==> src/design/c_subset_tokenizer_top_defines.svh <==
// Assertion helpers for the tokenizer; they expect clk and rst_n in scope.
`ifndef C_SUBSET_TOKENIZER_TOP_DEFINES_SVH
`define C_SUBSET_TOKENIZER_TOP_DEFINES_SVH

// Same-cycle implication.
`define CST_ASSERT_NOW(lbl, ante, cons, msg) \
  lbl: assert property (@(posedge clk) disable iff (!rst_n) (ante) |-> (cons)) else $error(msg);

// Next-cycle implication.
`define CST_ASSERT_NEXT(lbl, ante, cons, msg) \
  lbl: assert property (@(posedge clk) disable iff (!rst_n) (ante) |=> (cons)) else $error(msg);

`endif

==> src/design/cst_pkg.sv <==
`default_nettype none
package cst_pkg;

  localparam int LINE_COUNTER_BITS_DEF   = 16;
  localparam int OFFSET_COUNTER_BITS_DEF = 24;
  localparam int LENGTH_BITS_DEF         = 8;

  localparam int RESULT_QUEUE_DEPTH = 4;

  typedef enum logic [1:0] {
    MODE_IDLE  = 2'd0,
    MODE_IDENT = 2'd1,
    MODE_CONST = 2'd2,
    MODE_HALT  = 2'd3
  } mode_t;

  localparam logic [3:0] KIND_IDENT  = 4'd0;
  localparam logic [3:0] KIND_CONST  = 4'd1;
  localparam logic [3:0] KIND_INT    = 4'd2;
  localparam logic [3:0] KIND_RETURN = 4'd3;
  localparam logic [3:0] KIND_VOID   = 4'd4;
  localparam logic [3:0] KIND_SEMI   = 4'd5;
  localparam logic [3:0] KIND_LBRACE = 4'd6;
  localparam logic [3:0] KIND_RBRACE = 4'd7;
  localparam logic [3:0] KIND_LPAREN = 4'd8;
  localparam logic [3:0] KIND_RPAREN = 4'd9;
  localparam logic [3:0] KIND_END    = 4'd10;
  localparam logic [3:0] KIND_ERROR  = 4'd11;

  localparam logic [1:0] ERR_NONE        = 2'd0;
  localparam logic [1:0] ERR_CONST_ALPHA = 2'd1;
  localparam logic [1:0] ERR_BAD_CHAR    = 2'd2;

  localparam logic [1:0] KW_INT    = 2'd0;
  localparam logic [1:0] KW_RETURN = 2'd1;
  localparam logic [1:0] KW_VOID   = 2'd2;

  localparam int KW_LEN_INT    = 3;
  localparam int KW_LEN_RETURN = 6;
  localparam int KW_LEN_VOID   = 4;

  localparam logic [7:0] CH_NUL     = 8'h00;
  localparam logic [7:0] CH_NL      = 8'h0a;
  localparam logic [7:0] CH_USCORE  = 8'h5f;
  localparam logic [7:0] CH_SEMI    = 8'h3b;
  localparam logic [7:0] CH_LBRACE  = 8'h7b;
  localparam logic [7:0] CH_RBRACE  = 8'h7d;
  localparam logic [7:0] CH_LPAREN  = 8'h28;
  localparam logic [7:0] CH_RPAREN  = 8'h29;

  // Character of keyword k at position idx; zero past the end.
  function automatic logic [7:0] kw_char(input logic [1:0] k, input logic [2:0] idx);
    logic [47:0] txt;
    case (k)
      KW_INT:    txt = {24'h0, "tni"};
      KW_RETURN: txt = "nruter";
      KW_VOID:   txt = {16'h0, "diov"};
      default:   txt = '0;
    endcase
    if (idx < 3'd6) kw_char = txt[{idx, 3'b000} +: 8];
    else kw_char = 8'h00;
  endfunction

endpackage
`default_nettype wire

==> src/design/cst_scan.sv <==
`default_nettype none
module cst_scan #(
  parameter int LINE_COUNTER_BITS   = cst_pkg::LINE_COUNTER_BITS_DEF,
  parameter int OFFSET_COUNTER_BITS = cst_pkg::OFFSET_COUNTER_BITS_DEF,
  parameter int LENGTH_BITS         = cst_pkg::LENGTH_BITS_DEF,
  parameter int DW = 4 + 2 + 8 + 2 * LINE_COUNTER_BITS + OFFSET_COUNTER_BITS + LENGTH_BITS + 1
) (
  input  wire logic          clk,
  input  wire logic          rst_n,
  input  wire logic          go,
  input  wire logic [7:0]    src_byte,
  output logic      [1:0]    res_cnt,
  output logic      [DW-1:0] res0,
  output logic      [DW-1:0] res1
);
  import cst_pkg::*;

  localparam logic [LINE_COUNTER_BITS-1:0]   LMAX   = '1;
  localparam logic [OFFSET_COUNTER_BITS-1:0] OMAX   = '1;
  localparam logic [LENGTH_BITS-1:0]         LENMAX = '1;
  localparam logic [LINE_COUNTER_BITS-1:0]   LONE   = LINE_COUNTER_BITS'(1);
  localparam logic [LENGTH_BITS-1:0]         LENONE = LENGTH_BITS'(1);

  mode_t                          mode_r, mode_nxt;
  logic [2:0]                     kw_r, kw_nxt;
  logic [LENGTH_BITS-1:0]         len_r, len_nxt;
  logic [LINE_COUNTER_BITS-1:0]   pline_r, pline_nxt, pcol_r, pcol_nxt;
  logic [OFFSET_COUNTER_BITS-1:0] poff_r, poff_nxt;
  logic [LINE_COUNTER_BITS-1:0]   line_r, line_nxt, col_r, col_nxt;
  logic [OFFSET_COUNTER_BITS-1:0] off_r, off_nxt;

  logic                           is_alpha, is_digit, is_space, is_idc, is_ident;
  logic [LINE_COUNTER_BITS-1:0]   adv_line, adv_col;
  logic [OFFSET_COUNTER_BITS-1:0] adv_off;
  logic [LENGTH_BITS-1:0]         ext_len;
  logic [2:0]                     ext_kw, first_kw;
  logic [3:0]                     id_kind;

  logic       have_p, have_c, fall;
  logic [DW-1:0] p_res, c_res;
  logic [3:0] punct_kind;
  logic       is_punct;

  always_comb begin
    is_alpha = src_byte inside {[8'h61:8'h7a], [8'h41:8'h5a]};
    is_digit = src_byte inside {[8'h30:8'h39]};
    is_space = src_byte inside {8'h20, [8'h09:8'h0d]};
    is_idc   = is_alpha || (src_byte == CH_USCORE);
    is_ident = is_idc || is_digit;
  end

  // position after this byte, saturating
  always_comb begin
    if (src_byte == CH_NL) begin
      adv_line = (line_r != LMAX) ? line_r + LONE : line_r;
      adv_col  = LONE;
    end else begin
      adv_line = line_r;
      adv_col  = (col_r != LMAX) ? col_r + LONE : col_r;
    end
    adv_off = (off_r != OMAX) ? off_r + OFFSET_COUNTER_BITS'(1) : off_r;
  end

  always_comb begin
    ext_len = (len_r != LENMAX) ? len_r + LENONE : len_r;
    ext_kw[0] = kw_r[0] && (len_r < LENGTH_BITS'(KW_LEN_INT)) &&
                (src_byte == kw_char(KW_INT, len_r[2:0]));
    ext_kw[1] = kw_r[1] && (len_r < LENGTH_BITS'(KW_LEN_RETURN)) &&
                (src_byte == kw_char(KW_RETURN, len_r[2:0]));
    ext_kw[2] = kw_r[2] && (len_r < LENGTH_BITS'(KW_LEN_VOID)) &&
                (src_byte == kw_char(KW_VOID, len_r[2:0]));
    first_kw[0] = (src_byte == kw_char(KW_INT, 3'd0));
    first_kw[1] = (src_byte == kw_char(KW_RETURN, 3'd0));
    first_kw[2] = (src_byte == kw_char(KW_VOID, 3'd0));
    id_kind = KIND_IDENT;
    if (kw_r[0] && len_r == LENGTH_BITS'(KW_LEN_INT))    id_kind = KIND_INT;
    if (kw_r[1] && len_r == LENGTH_BITS'(KW_LEN_RETURN)) id_kind = KIND_RETURN;
    if (kw_r[2] && len_r == LENGTH_BITS'(KW_LEN_VOID))   id_kind = KIND_VOID;
  end

  always_comb begin
    is_punct = 1'b1;
    case (src_byte)
      CH_SEMI:   punct_kind = KIND_SEMI;
      CH_LBRACE: punct_kind = KIND_LBRACE;
      CH_RBRACE: punct_kind = KIND_RBRACE;
      CH_LPAREN: punct_kind = KIND_LPAREN;
      CH_RPAREN: punct_kind = KIND_RPAREN;
      default: begin
        punct_kind = KIND_ERROR;
        is_punct   = 1'b0;
      end
    endcase
  end

  always_comb begin
    mode_nxt  = mode_r;
    kw_nxt    = kw_r;
    len_nxt   = len_r;
    pline_nxt = pline_r;
    pcol_nxt  = pcol_r;
    poff_nxt  = poff_r;
    line_nxt  = line_r;
    col_nxt   = col_r;
    off_nxt   = off_r;
    have_p    = 1'b0;
    have_c    = 1'b0;
    fall      = 1'b0;
    p_res     = '0;
    c_res     = '0;

    // close or extend the pending token
    case (mode_r)
      MODE_IDENT: begin
        if (is_ident) begin
          kw_nxt   = ext_kw;
          len_nxt  = ext_len;
          line_nxt = adv_line;
          col_nxt  = adv_col;
          off_nxt  = adv_off;
        end else begin
          have_p   = 1'b1;
          p_res    = {id_kind, ERR_NONE, 8'h00, pline_r, pcol_r, poff_r, len_r, 1'b0};
          mode_nxt = MODE_IDLE;
          fall     = 1'b1;
        end
      end
      MODE_CONST: begin
        if (is_digit) begin
          kw_nxt   = ext_kw;
          len_nxt  = ext_len;
          line_nxt = adv_line;
          col_nxt  = adv_col;
          off_nxt  = adv_off;
        end else if (is_idc) begin
          have_p   = 1'b1;
          p_res    = {KIND_ERROR, ERR_CONST_ALPHA, src_byte, pline_r, pcol_r, poff_r,
                      {LENGTH_BITS{1'b0}}, 1'b0};
          mode_nxt = MODE_HALT;
        end else begin
          have_p   = 1'b1;
          p_res    = {KIND_CONST, ERR_NONE, 8'h00, pline_r, pcol_r, poff_r, len_r, 1'b0};
          mode_nxt = MODE_IDLE;
          fall     = 1'b1;
        end
      end
      MODE_IDLE: fall = 1'b1;
      default: ;
    endcase

    // the byte itself, as the start of what follows
    if (fall) begin
      if (is_space) begin
        line_nxt = adv_line;
        col_nxt  = adv_col;
        off_nxt  = adv_off;
      end else if (is_idc || is_digit) begin
        mode_nxt  = is_digit ? MODE_CONST : MODE_IDENT;
        kw_nxt    = first_kw;
        len_nxt   = LENONE;
        pline_nxt = line_r;
        pcol_nxt  = col_r;
        poff_nxt  = off_r;
        line_nxt  = adv_line;
        col_nxt   = adv_col;
        off_nxt   = adv_off;
      end else if (src_byte == CH_NUL) begin
        have_c   = 1'b1;
        c_res    = {KIND_END, ERR_NONE, 8'h00, line_r, col_r, off_r,
                    {LENGTH_BITS{1'b0}}, 1'b1};
        mode_nxt = MODE_HALT;
      end else if (is_punct) begin
        have_c   = 1'b1;
        c_res    = {punct_kind, ERR_NONE, 8'h00, line_r, col_r, off_r, LENONE, 1'b1};
        line_nxt = adv_line;
        col_nxt  = adv_col;
        off_nxt  = adv_off;
      end else begin
        have_c   = 1'b1;
        c_res    = {KIND_ERROR, ERR_BAD_CHAR, src_byte, line_r, col_r, off_r,
                    {LENGTH_BITS{1'b0}}, 1'b1};
        mode_nxt = MODE_HALT;
      end
    end

    res_cnt = {1'b0, have_p} + {1'b0, have_c};
    if (have_p) begin
      res0 = {p_res[DW-1:1], !have_c};
    end else begin
      res0 = c_res;
    end
    res1 = c_res;
  end

  always_ff @(posedge clk) begin
    if (!rst_n) begin
      mode_r  <= MODE_IDLE;
      kw_r    <= 3'b111;
      len_r   <= '0;
      pline_r <= LONE;
      pcol_r  <= LONE;
      poff_r  <= '0;
      line_r  <= LONE;
      col_r   <= LONE;
      off_r   <= '0;
    end else if (go) begin
      mode_r  <= mode_nxt;
      kw_r    <= kw_nxt;
      len_r   <= len_nxt;
      pline_r <= pline_nxt;
      pcol_r  <= pcol_nxt;
      poff_r  <= poff_nxt;
      line_r  <= line_nxt;
      col_r   <= col_nxt;
      off_r   <= off_nxt;
    end
  end

endmodule
`default_nettype wire

==> src/design/cst_fifo.sv <==
`default_nettype none
module cst_fifo #(
  parameter int DW = 8
) (
  input  wire logic          clk,
  input  wire logic          rst_n,
  input  wire logic [1:0]    push_cnt,
  input  wire logic [DW-1:0] din0,
  input  wire logic [DW-1:0] din1,
  input  wire logic          pop,
  output logic               room,
  output logic               not_empty,
  output logic      [DW-1:0] dout
);
  import cst_pkg::*;

  localparam int PW = $clog2(RESULT_QUEUE_DEPTH);

  logic [DW-1:0] q_r [RESULT_QUEUE_DEPTH];
  logic [PW-1:0] wp_r, wp_nxt, rp_r, rp_nxt, wp_plus1;
  logic [PW:0]   cnt_r, cnt_nxt;

  always_comb begin
    wp_plus1  = wp_r + PW'(1);
    wp_nxt    = wp_r + PW'(push_cnt);
    rp_nxt    = pop ? rp_r + PW'(1) : rp_r;
    cnt_nxt   = cnt_r + (PW+1)'(push_cnt) - (PW+1)'(pop);
    // two free slots needed: one byte may close a token and give a result of its own
    room      = (cnt_r <= (PW+1)'(RESULT_QUEUE_DEPTH - 2));
    not_empty = (cnt_r != '0);
    dout      = q_r[rp_r];
  end

  always_ff @(posedge clk) begin
    if (push_cnt != 2'd0) q_r[wp_r] <= din0;
    if (push_cnt == 2'd2) q_r[wp_plus1] <= din1;
  end

  always_ff @(posedge clk) begin
    if (!rst_n) begin
      wp_r  <= '0;
      rp_r  <= '0;
      cnt_r <= '0;
    end else begin
      wp_r  <= wp_nxt;
      rp_r  <= rp_nxt;
      cnt_r <= cnt_nxt;
    end
  end

endmodule
`default_nettype wire

==> src/design/c_subset_tokenizer_top.sv <==
// Minimal C-subset tokenizer. One source byte per request (0 = end of input);
// results carry kind, error code, offending byte, start line/column/offset
// and length, with last_of_run marking the final result caused by a byte.
// A byte is taken every cycle unless in_stall is high: it lands in an input
// register, is scanned against the token state, and its zero, one or two
// results go into a 4-entry result queue that drains one result per cycle
// while out_stall is low. A byte that closes an identifier or constant and is
// itself a punctuator, end or error gives two results; the input stalls only
// while the queue has fewer than two free entries, so a stream with at most
// one result per byte runs at one byte per cycle while results are taken as
// they come. After end of input or an error the block halts and swallows
// bytes until reset.
`default_nettype none
`include "c_subset_tokenizer_top_defines.svh"
module c_subset_tokenizer_top #(
  parameter int LINE_COUNTER_BITS   = cst_pkg::LINE_COUNTER_BITS_DEF,
  parameter int OFFSET_COUNTER_BITS = cst_pkg::OFFSET_COUNTER_BITS_DEF,
  parameter int LENGTH_BITS         = cst_pkg::LENGTH_BITS_DEF
) (
  input  wire logic                           clk,
  input  wire logic                           rst_n,
  input  wire logic                           in_valid,
  output logic                                in_stall,
  input  wire logic [7:0]                     in_source_byte,
  output logic                                out_valid,
  input  wire logic                           out_stall,
  output logic      [3:0]                     out_token_kind,
  output logic      [1:0]                     out_error_code,
  output logic      [7:0]                     out_offending_byte,
  output logic      [LINE_COUNTER_BITS-1:0]   out_start_line,
  output logic      [LINE_COUNTER_BITS-1:0]   out_start_column,
  output logic      [OFFSET_COUNTER_BITS-1:0] out_start_offset,
  output logic      [LENGTH_BITS-1:0]         out_token_length,
  output logic                                out_last_of_run
);
  import cst_pkg::*;

  localparam int DW = 4 + 2 + 8 + 2 * LINE_COUNTER_BITS + OFFSET_COUNTER_BITS + LENGTH_BITS + 1;

  logic          in_vld_r, in_vld_nxt;
  logic [7:0]    in_byte_r;
  logic          accept, go, q_room, q_pop;
  logic [1:0]    res_cnt;
  logic [DW-1:0] res0, res1, q_dout;

  always_comb begin
    go         = in_vld_r && q_room;
    in_stall   = in_vld_r && !q_room;
    accept     = in_valid && !in_stall;
    in_vld_nxt = accept || (in_vld_r && !go);
    q_pop      = out_valid && !out_stall;
  end

  always_ff @(posedge clk) begin
    if (!rst_n) begin
      in_vld_r <= 1'b0;
    end else begin
      in_vld_r <= in_vld_nxt;
    end
  end

  always_ff @(posedge clk) begin
    if (accept) in_byte_r <= in_source_byte;
  end

  cst_scan #(
    .LINE_COUNTER_BITS   (LINE_COUNTER_BITS),
    .OFFSET_COUNTER_BITS (OFFSET_COUNTER_BITS),
    .LENGTH_BITS         (LENGTH_BITS),
    .DW                  (DW)
  ) u_scan (
    .clk      (clk),
    .rst_n    (rst_n),
    .go       (go),
    .src_byte (in_byte_r),
    .res_cnt  (res_cnt),
    .res0     (res0),
    .res1     (res1)
  );

  cst_fifo #(
    .DW (DW)
  ) u_fifo (
    .clk       (clk),
    .rst_n     (rst_n),
    .push_cnt  (go ? res_cnt : 2'd0),
    .din0      (res0),
    .din1      (res1),
    .pop       (q_pop),
    .room      (q_room),
    .not_empty (out_valid),
    .dout      (q_dout)
  );

  assign {out_token_kind, out_error_code, out_offending_byte, out_start_line,
          out_start_column, out_start_offset, out_token_length, out_last_of_run} = q_dout;

  `CST_ASSERT_NEXT(a_result_reaches_output, go && (res_cnt != 2'd0), out_valid, "result lost")
  `CST_ASSERT_NOW(a_end_is_last, out_valid && (out_token_kind == KIND_END), out_last_of_run, "end not last")
  `CST_ASSERT_NOW(a_error_kind, out_valid && (out_error_code != ERR_NONE), out_token_kind == KIND_ERROR, "error code on non-error")
  `CST_ASSERT_NOW(a_pair_order, go && (res_cnt == 2'd2), res0[DW-1 -: 4] <= KIND_VOID, "pending token not first")

endmodule
`default_nettype wire

==> config.mk <==
export PLATFORM = sky130hd
export DESIGN_NAME = c_subset_tokenizer_top
export DESIGN_NICKNAME = d
export VERILOG_FILES = /design/src/design/cst_pkg.sv /design/src/design/cst_scan.sv /design/src/design/cst_fifo.sv /design/src/design/c_subset_tokenizer_top.sv
export VERILOG_INCLUDE_DIRS = /design/src /design/src/design
export SDC_FILE = /design/constraint.sdc
export NUM_CORES = 1
export LEC_CHECK = 0
export ABC_CLOCK_PERIOD_IN_PS = 5500
export CAP_MARGIN = 20
export CORE_MARGIN = 1.5
export CORE_UTILIZATION = 60
export CTS_BUF_LIST = sky130_fd_sc_hd__clkbuf_4
export DETAILED_ROUTE_END_ITERATION = 8
export DONT_BUFFER_PORTS = 1
export GPL_ROUTABILITY_DRIVEN = 0
export PLACE_DENSITY = 0.76
export SLEW_MARGIN = 10
export SYNTH_ARGS = -nofsm -noshare
export SYNTH_HDL_FRONTEND = slang
export SYNTH_SLANG_ARGS = --single-unit
==> constraint.sdc <==
create_clock -name clk -period 5.5 [get_ports clk]
set_input_delay 0.55 -clock clk [delete_from_list [all_inputs] [get_ports clk]]
set_output_delay 0.55 -clock clk [all_outputs]
set_load 0.01 [all_outputs]
==> impl_results.md <==
* Status: finished, final reports clean
* FILL cells at roughly 2.7k
* Comb pwr share at 18.5%
* Compound-cell area share of the yosys netlist at a little under a fifth
* CP max-delay cell: edfxtp_1
* Cell Area, Synth at 22100 sq um
* Crit path kind: flip-flop to flip-flop
* Crit. path cell count at 12
* Minimum clock period at about 5000 ps
* Clk slew on worst S/H paths at 70 ps
* Post-CTS sizing at 0
* Layout cells sized above 1 at 17.9%
* Highest Signal Layer: met4
* Switch Pwr at around 0.0025 W
* Wl on met1 at ~23000 um
* Hold depth at 2
* Met2 WL post-DR at around 28000 um
* Slew Limit Fails at 0
* Relative slew slack at between 30% and 40%
* Synth Flop Type: edfxtp_1
* Core Area at between 30000 and 40000 sq um
* Count leader, synth: edfxtp_1
* CTS tree: yes
* Post-synth top cells: edfxtp_1 (292), a22o_1 (260), nand2_1 (198)
* Ports at 93
* Worst R2R Path Depth at 12
* Reg area at 12100 sq um
* Clock Sink Count at between 400 and 500
* Vias at between 15k and 20k
* VDD IR max at 0.000305 V
* Post-route ant nets at 0
* Non-Filler Instances at between 2k and 2.5k
* CTS Buf Count at 114
* Largest family of logic cells by synthesized area: compound AO/OA/AOI/OAI gates
* All-Layer GR Usage at between 30% and 40%
* Startpoint Class: flip-flop
* Area contributors post-synth: edfxtp_1 (40%), dfxtp_1 (15%), a22o_1 (10%)
* Area of the multi-input gates at between 8000 and 9000 sq um
* Arr. time, crit path at 5360 ps
* Final Hold Fails at 0
* Post-synthesis xor/xnor area fraction at less than 1%
* Post-DR wirelength/cell at 24.1 um
* Die X-Extent at 195 um
* Clk_lat worst skew at approximately 800 ps
* Grt total ovfl at 0
* Nets@finish at around 1.9k
* FP Rows at 70
* DP HPWL at between 30000 and 40000 um
* Top cell type by total area after synthesis: edfxtp_1
* Initial Util at approximately three fifths
* Crit end category: flip-flop
* CTS max path bufs at 3
* Root Buffer: clkbuf_4
* Number of global-route vias before repair at 16.2k
* Largest fanout on the critical path at 34
* Actual slew at the worst max-slew pin at approximately 1000 ps
* Total power at between 0.008 and 0.009 W
* Via/cell ratio at between 6 and 7
* Leakage power at slightly below 8 nW
* Flop pwr share at between 40% and 50%
* Syn Nets at roughly 1.9k
* DR WL met3 at about 6000 um
* Crit-path cells: or4_4, o21a_1, a21oi_4, nand3b_2, inv_2, ha_1, nor2_1, nor2_1, nand3b_1, and2_1, inv_2, buf_12
* # setup viols final at 0
* Total Wirelength at roughly 58000 um
* Die Ht at 195 um
* FMAX at about 200 MHz
* Pwr dens at 350 nW/um^2
* Seq/Total Area, Yosys at between 50% and 60%
* Adder-Cell Fraction of Synth Area at approximately 1.1%
* Initial antenna violation count at 1
* Slowest stage delay, CP at 720 ps
* Pre-antenna DRT Iters at 6
* Worst Path Required at 5960 ps
* Remaining DRCs at 0
* Synth Instances at 1876
* Die area at 37900 sq um
* Worst Clk Skew at between 50 and 60 ps
* Avg Synthesized Cell Area at about 12 sq um
* Area grow syn2layout at 8.31%
* Max-cap viol count at 0
* H-tree Lvls at 3
* Simple-gate share of the synthesized area at between 10% and 20%
* EDFF count, synth at roughly 290
* CP top delay family: simple AND/OR/NAND/NOR gates
* Synth async-reset ratio at 0%
* Largest net degree at the start of global routing at 72
* Distinct cells, synth at 87
* Clock power share at 33.9%
* Ys Warns at 0
* Hold Crit Class: primary input to flip-flop
* Multiplexer share of the synthesized area at around 8.4%
* P_int at 0.00586 W
* RSZ-0062 raised after global routing: false
* Crit share post-route at about nine tenths
* Synth top area share at between 30% and 40%
* IO buf count at 0
* Total Neg Setup Slack at 0 ps
* First-pass GRT wire length at ~90000 um
* Crit path buffers/inverters at 3
* Iter 0 DRT Violations at 1719
* Switch share at between 20% and 30%
* Placed insts at ~2.2k
* Count of state elements after synthesis at 459
worst register-to-register path: stages, from the launching register on:
cell and delay (ps):
edfxtp_1 720, or4_4 680, o21a_1 240, a21oi_4 300
nand3b_2 320, inv_2 200, ha_1 240, nor2_1 80
nor2_1 300, nand3b_1 390, and2_1 450, inv_2 330
buf_12 290
cell type report:
cell class / instances / area share (%)
Sequential cell: 459 / 50.7
Multi-Input combinational cell: 1193 / 37.6
Clock buffer: 177 / 5.56
Timing Repair Buffer: 47 / 2.50
Tap cell: 468 / 2.45
Clock inverter: 34 / 0.581
Inverter: 35 / 0.576
Antenna cell: 1 / 0.0105
state kept, by name, summed over array words and instances (netlist names), 3 cells and up, named ones only:
name / cells
u_scan.off_r: 24
u_scan.poff_r: 24
u_scan.len_r: 8
u_scan.col_r: 16
u_scan.line_r: 16
u_scan.kw_r: 3
in_byte_r: 8
u_scan.pline_r: 16
u_scan.pcol_r: 16
u_fifo.q_r: 316
u_fifo.cnt_r: 3
power groups by stage:
stage               Combinational, W  Clock, W  Sequential (W)
floorplan                    0.00123         0         0.00391
global placement             0.00152         0         0.00404
detailed placement           0.00154         0         0.00405
CTS                          0.00155   0.00287         0.00398
global route                 0.00165   0.00307         0.00400
finish                       0.00155   0.00283         0.00398
final timing paths:
check                                                    start                              to  slack (ps)
worst max-delay path                    in_byte_r[2]$_DFFE_PP_     u_fifo.q_r[1][27]$_DFFE_PP_         600
worst min-delay path                                     rst_n     u_scan.kw_r[0]$_SDFFE_PN1P_          70
worst max register to register          in_byte_r[2]$_DFFE_PP_     u_fifo.q_r[1][27]$_DFFE_PP_         600
worst min register to register  u_fifo.q_r[1][73]$_SDFFE_PP0N_  u_fifo.q_r[1][73]$_SDFFE_PP0N_         450
cell usage in the layout, fill, tap and decap left out, types with 28 or more instances in the layout:
master	n
clkbuf_4	177
edfxtp_1	292
a22o_1	260
nor2_1	73
a21oi_1	113
nand2_1	198
dfxtp_1	165
nand3_1	54
o21ai_0	38
inv_1	28
mux4_2	79
layer usage:
layer / vias to the layer above / global-route usage, %
met3: 131 / 6.82
met4: 0 / 12.2
li1: 7260 / -
met5: - / 0
met2: 937 / 50.4
met1: 7955 / 40.8
metrics by stage:
stage	setup WS (ps)	instance area [sq um]	utilization (%)	hold WS, ps
detailed placement	710	22300	61.3	443
finish	599	23900	65.6	72.4
global placement	880	22300	61.3	429
global route	385	23900	65.6	46.4
floorplan	724	22100	-	419
CTS	675	23900	65.6	24.3
timing repair:
item	CTS	global route
hold buffers	10	0
endpoints found under the hold margin	30	0
setup buffers	0	0
kinds of logic (layout without fill, tap and decap cells):
group	after synthesis	in the layout
muxes	86	86
and+or+nand+nor	509	509
xor gates and xnor gates	20	20
DFF	459	459
adders and majority gates	18	18
other	0	1
buffers and inverters	224	293
AOI/OAI and AO/OA	560	560
Power figures use the tool's default switching activity.
